File: src/rtl/rgbp_pkg.sv
// ----------------------------------------------------------------------------
// rgbp_pkg
// Shared widths, codes, types and channel compare helpers for the RGB
// sliding-window max/min pooling filter.
// ----------------------------------------------------------------------------
package rgbp_pkg;

    // storage sizes
    localparam int MAX_WIDTH  = 1024;
    localparam int MAX_WINDOW = 7;
    localparam int LINE_CELLS = MAX_WINDOW - 1;
    localparam int ADDR_W     = $clog2(MAX_WIDTH);

    // field widths
    localparam int CH_W  = 8;
    localparam int PIX_W = 3 * CH_W;
    localparam int W_W   = 11;
    localparam int H_W   = 16;
    localparam int N_W   = 3;
    localparam int ROW_W = H_W + 1;
    localparam int IDX_W = 2;
    localparam int CFG_W = 16;

    // largest look-ahead in rows and columns, and the width of the fill count
    localparam int N_TOP = (1 << N_W) - 1;
    localparam int A_MAX = N_TOP - 1 - N_TOP / 2;
    localparam int T_W   = $clog2(A_MAX * MAX_WIDTH + A_MAX + 1);

    // register reset values
    localparam logic [W_W-1:0] RST_WIDTH  = W_W'(640);
    localparam logic [H_W-1:0] RST_HEIGHT = H_W'(480);
    localparam logic [N_W-1:0] RST_WINDOW = N_W'(5);

    // pooling modes
    localparam logic MODE_MAX = 1'b0;
    localparam logic MODE_MIN = 1'b1;

    typedef enum logic
    {
        OP_PIXEL = 1'b0,
        OP_DRAIN = 1'b1
    } op_t;

    typedef enum logic [IDX_W-1:0]
    {
        CFG_WIDTH  = 2'd0,
        CFG_HEIGHT = 2'd1,
        CFG_WINDOW = 2'd2,
        CFG_MODE   = 2'd3
    } cfg_idx_t;

    typedef logic [PIX_W-1:0] pix_t;

    // line store control shared by all line cells
    typedef struct packed
    {
        logic              rd_en;
        logic [ADDR_W-1:0] rd_addr;
        logic              wr_en;
        logic [ADDR_W-1:0] wr_addr;
        logic              hit;
        logic              mode;
    } line_ctrl_t;

    // item entering the vertical stage
    typedef struct packed
    {
        logic                  emit;
        logic                  last;
        logic [ADDR_W-1:0]     col;
        pix_t                  pix;
        logic [MAX_WINDOW-1:0] rmask;
        logic [MAX_WINDOW-1:0] hmask;
    } tok1_t;

    // item entering the horizontal stage
    typedef struct packed
    {
        logic                  emit;
        logic                  last;
        logic [MAX_WINDOW-1:0] hmask;
    } tok2_t;

    // per channel max or min of two pixels
    function automatic pix_t pick(input logic mode, input pix_t a, input pix_t b);
        pix_t            r;
        logic [CH_W-1:0] ca;
        logic [CH_W-1:0] cb;
        r = a;
        for (int c = 0; c < 3; c++)
        begin
            ca = a[c*CH_W +: CH_W];
            cb = b[c*CH_W +: CH_W];
            if ((mode == MODE_MIN) ? (cb < ca) : (cb > ca))
            begin
                r[c*CH_W +: CH_W] = cb;
            end
        end
        return r;
    endfunction

    // neutral start value of a reduction
    function automatic pix_t ident(input logic mode);
        return (mode == MODE_MIN) ? '1 : '0;
    endfunction

    // rows (and columns) the window reaches past its centre
    function automatic logic [N_W-1:0] ahead(input logic [N_W-1:0] n);
        return n - N_W'(1) - (n >> 1);
    endfunction

endpackage

File: src/rtl/rgbp_tap_cell.sv
// ----------------------------------------------------------------------------
// rgbp_tap_cell
// One tap of the horizontal chain: holds a column result, shifts it on and
// folds it into the window result when its column is in range.
// ----------------------------------------------------------------------------
module rgbp_tap_cell (
    input  logic           clk,
    input  logic           shift,
    input  logic           mode,
    input  logic           use_tap,
    input  rgbp_pkg::pix_t tap_in,
    output rgbp_pkg::pix_t tap_out,
    input  rgbp_pkg::pix_t acc_in,
    output rgbp_pkg::pix_t acc_out
);
    import rgbp_pkg::*;

    pix_t tap_reg;

    // column shift
    always_ff @(posedge clk)
    begin
        if (shift)
        begin
            tap_reg <= tap_in;
        end
    end

    assign tap_out = tap_reg;
    assign acc_out = use_tap ? pick(mode, acc_in, tap_reg) : acc_in;

endmodule
File: config.mk
export PLATFORM = sky130hd
export DESIGN_NAME = rgbp_tap_cell
export DESIGN_NICKNAME = d
export VERILOG_FILES = /design/src/rtl/rgbp_pkg.sv /design/src/rtl/rgbp_tap_cell.sv
export SDC_FILE = /design/constraint.sdc
export NUM_CORES = 1
export LEC_CHECK = 0
export BUFFER_PORTS_ARGS = -buffer_cell sky130_fd_sc_hd__buf_4
export CAP_MARGIN = 20
export CORE_UTILIZATION = 45
export DETAILED_ROUTE_END_ITERATION = 8
export PLACE_DENSITY_LB_ADDON = 0.05
export SLEW_MARGIN = 0
export SYNTH_ARGS = -nofsm -noshare
export SYNTH_HDL_FRONTEND = slang
export SYNTH_SLANG_ARGS = --single-unit
File: constraint.sdc
create_clock -name clk -period 2.6 [get_ports clk]
set_input_delay 0.52 -clock clk [delete_from_list [all_inputs] [get_ports clk]]
set_output_delay 0.52 -clock clk [all_outputs]
set_load 0.005 [all_outputs]
==> run summary <==
Setup ws final = -0.273 ns
Ports = 100
Dpl hpwl = 3.34 mm
Via density = 5.15
Routed via count = 1670
Synthesized cell area = 1810 µm²
GR Layer Usage met2 = 44.2%
Share of layout cells above drive strength 1 = 63.0%
WL per Instance = 15.1 µm
Crit path DAT = 2.35 ns
Ant diodes = 0
FP Rows = 22
Clock root buffer = clkbuf_8
HP Class = in -> reg
H-tree Lvls = 1
Area after DPL = 2680 µm²
Max-cap violation count = 0
Fin crit period = 2.87 ns
Met1 usage = 25.2%
Final core area utilization = 83.8%
PortBufs = 99
Slew margin rel. = 77.6%
Power, Total = 1.39 mW
GR Util All Layers = 23.1%
Number of synthesized flops with an enable pin = 24
Post-synthesis sequential element count = 24
Post-Syn Nets = 223
LEAKAGE = 1.55 nW
Multi-input logic area = 1130 µm²
Synth Area per Inst = 12.3 µm²
Setup TNS = -5.67 ns
Synth top area cells = edfxtp_1, mux2_4, ha_1
RSZ-0062 raised after global routing = yes
Post-synth top flop = edfxtp_1
Fin nets = 353
Initial core utilization = 48.2%
Maximum fanout along the worst path = 4
Clock sinks = 24
Post-synthesis cell type count = 22
Worst setup EP type = output pin
Synth Instances = 147
Startpoint class of the critical path = flop
Initial antenna violation count = 0
Final GP Congestion = 0.750
Non-filler cells, final = 324
CTS clk-pin slew, worst paths = 0.09 ns
Vias in the first global route = 1713
Most common library cells after synthesis = edfxtp_1, ha_1, inv_1, mux2_4, a21oi_1
Synth warn = 0
Outcome = complete, but fails checks
Failing checks = setup timing
VDD IR max = 0.368 mV
Hold depth = 1
Layout area overhead = 73.7%
Setup-failing EPs final = 24
Final Cycle Share = 110%
Sequential fraction of the synthesis area = 39.9%
Synth top area share = 39.9%
Filler Cell Count = 217
Die width = 65.3 µm
Max Slew Vio Count = 0
GR Overflow Total = 0
Maximum clock frequency = 348 MHz
DRC = 0
DR pass1 iterations = 4
Worst Tran Pin Value = 0.336 ns
First-pass GRT wire length = 7.44 mm
Async set or reset register ratio after synthesis = 0%
Final Cell Area = 3140 µm²
Core outline area = 3740 µm²
Detailed Route WL = 4.91 mm
CTS buffer count = 3
Placed cells = 303
GRT busiest layer = met2
Largest net degree at the start of global routing = 25
Endpoints failing hold = 0
CP required = 2.08 ns
Area leader, netlist = edfxtp_1
GR Layer Usage met3 = 2.60%
Drt first-iter violations = 68
Deepest clock path buffer count = 2
Power per cell area = 443 nW/µm²
CTS tree = built
Die height = 65.3 µm
Antenna viol nets, final = 0
Max reg flops = 24
WHS = 0.410 ns
Sequential cell area = 721 µm²
Setup CP Type = reg -> out
Hold-fix buffers, CTS = 0
Hold EP = tap_out[13]
Die footprint = 4270 µm²
Hold path startpoint = tap_in[13]
Placement Setup Slack = -0.185 ns
layout make-up:
class                           instances  area share, %
Timing Repair Buffer                  128           34.0
Multi-Input combinational cell         96           35.9
Sequential cell                        24           23.0
Tap cell                               48           1.92
Clock buffer                            3           1.32
Inverter                               24           2.87
Clock inverter                          1          0.958
cells in the final DEF, fill, tap and decap left out, drive strengths merged:
| master | Yosys | layout |
|---|---|---|
| a211o | 3 | 3 |
| nand3b | 1 | 1 |
| buf | 3 | 128 |
| a21oi | 11 | 11 |
| nor2 | 3 | 3 |
| inv | 24 | 24 |
| o211ai | 3 | 3 |
| edfxtp | 24 | 24 |
| o211a | 3 | 3 |
| nand2 | 5 | 5 |
| nand4 | 6 | 6 |
| nand3 | 1 | 1 |
| a211oi | 1 | 1 |
| mux2 | 24 | 24 |
| and4 | 1 | 1 |
| o21ai | 3 | 3 |
| ha | 24 | 24 |
| bufinv | 0 | 1 |
| clkbuf | 0 | 3 |
| nor2b | 4 | 4 |
| a21o | 3 | 3 |
critical path, cell delays in order, from the launching register on:
cell      delay (ns)
edfxtp_1        0.44
ha_4            0.29
nor2b_4         0.12
o211ai_1        0.13
a21o_2          0.23
a211o_1         0.30
buf_6           0.15
mux2_4          0.30
buf_6           0.12
cells by family after synthesis:
| logic type | after synthesis | synth area share, % |
|---|---|---|
| fa+ha+maj | 24 | 16.6 |
| compound gates | 27 | 9.98 |
| simple gates | 21 | 6.65 |
| flops | 24 | 39.9 |
| mux | 24 | 20.0 |
| buf+inv | 27 | 6.86 |
report_power, final:
part / switching [mW] / total, mW / leakage (nW) / internal, mW
combinational: 0.202 / 0.560 / 1.28 / 0.358
clock: 0.135 / 0.341 / 0.0357 / 0.206
sequential: 0.0259 / 0.487 / 0.235 / 0.461
metal layers:
metal	vias to the layer above	wire length, µm
met4	0	137
met2	70	2620
met5	-	0
met1	784	1900
li1	802	-
met3	14	255
how the worst max path moves through the flow:
stage | start | endpoint | slack (ns) | cells after the start
2_1_floorplan | acc_in[7] | acc_out[0] | 0.17 | 8
3_3_place_gp | acc_in[7] | acc_out[0] | -0.17 | 10
3_5_place_dp | acc_in[7] | acc_out[7] | -0.18 | 10
4_1_cts | tap_out[23] | acc_out[17] | -0.20 | 7
5_1_grt | tap_out[1] | acc_out[7] | -0.33 | 8
6_report | tap_out[1] | acc_out[7] | -0.27 | 8
timing repair:
action,CTS,global route
endpoints found under the hold margin,0,0
resized for setup,36,9
endpoints found under the setup margin,24,24
pin swaps,20,4
setup buffers,16,1
(Power assumes the default switching activity.)
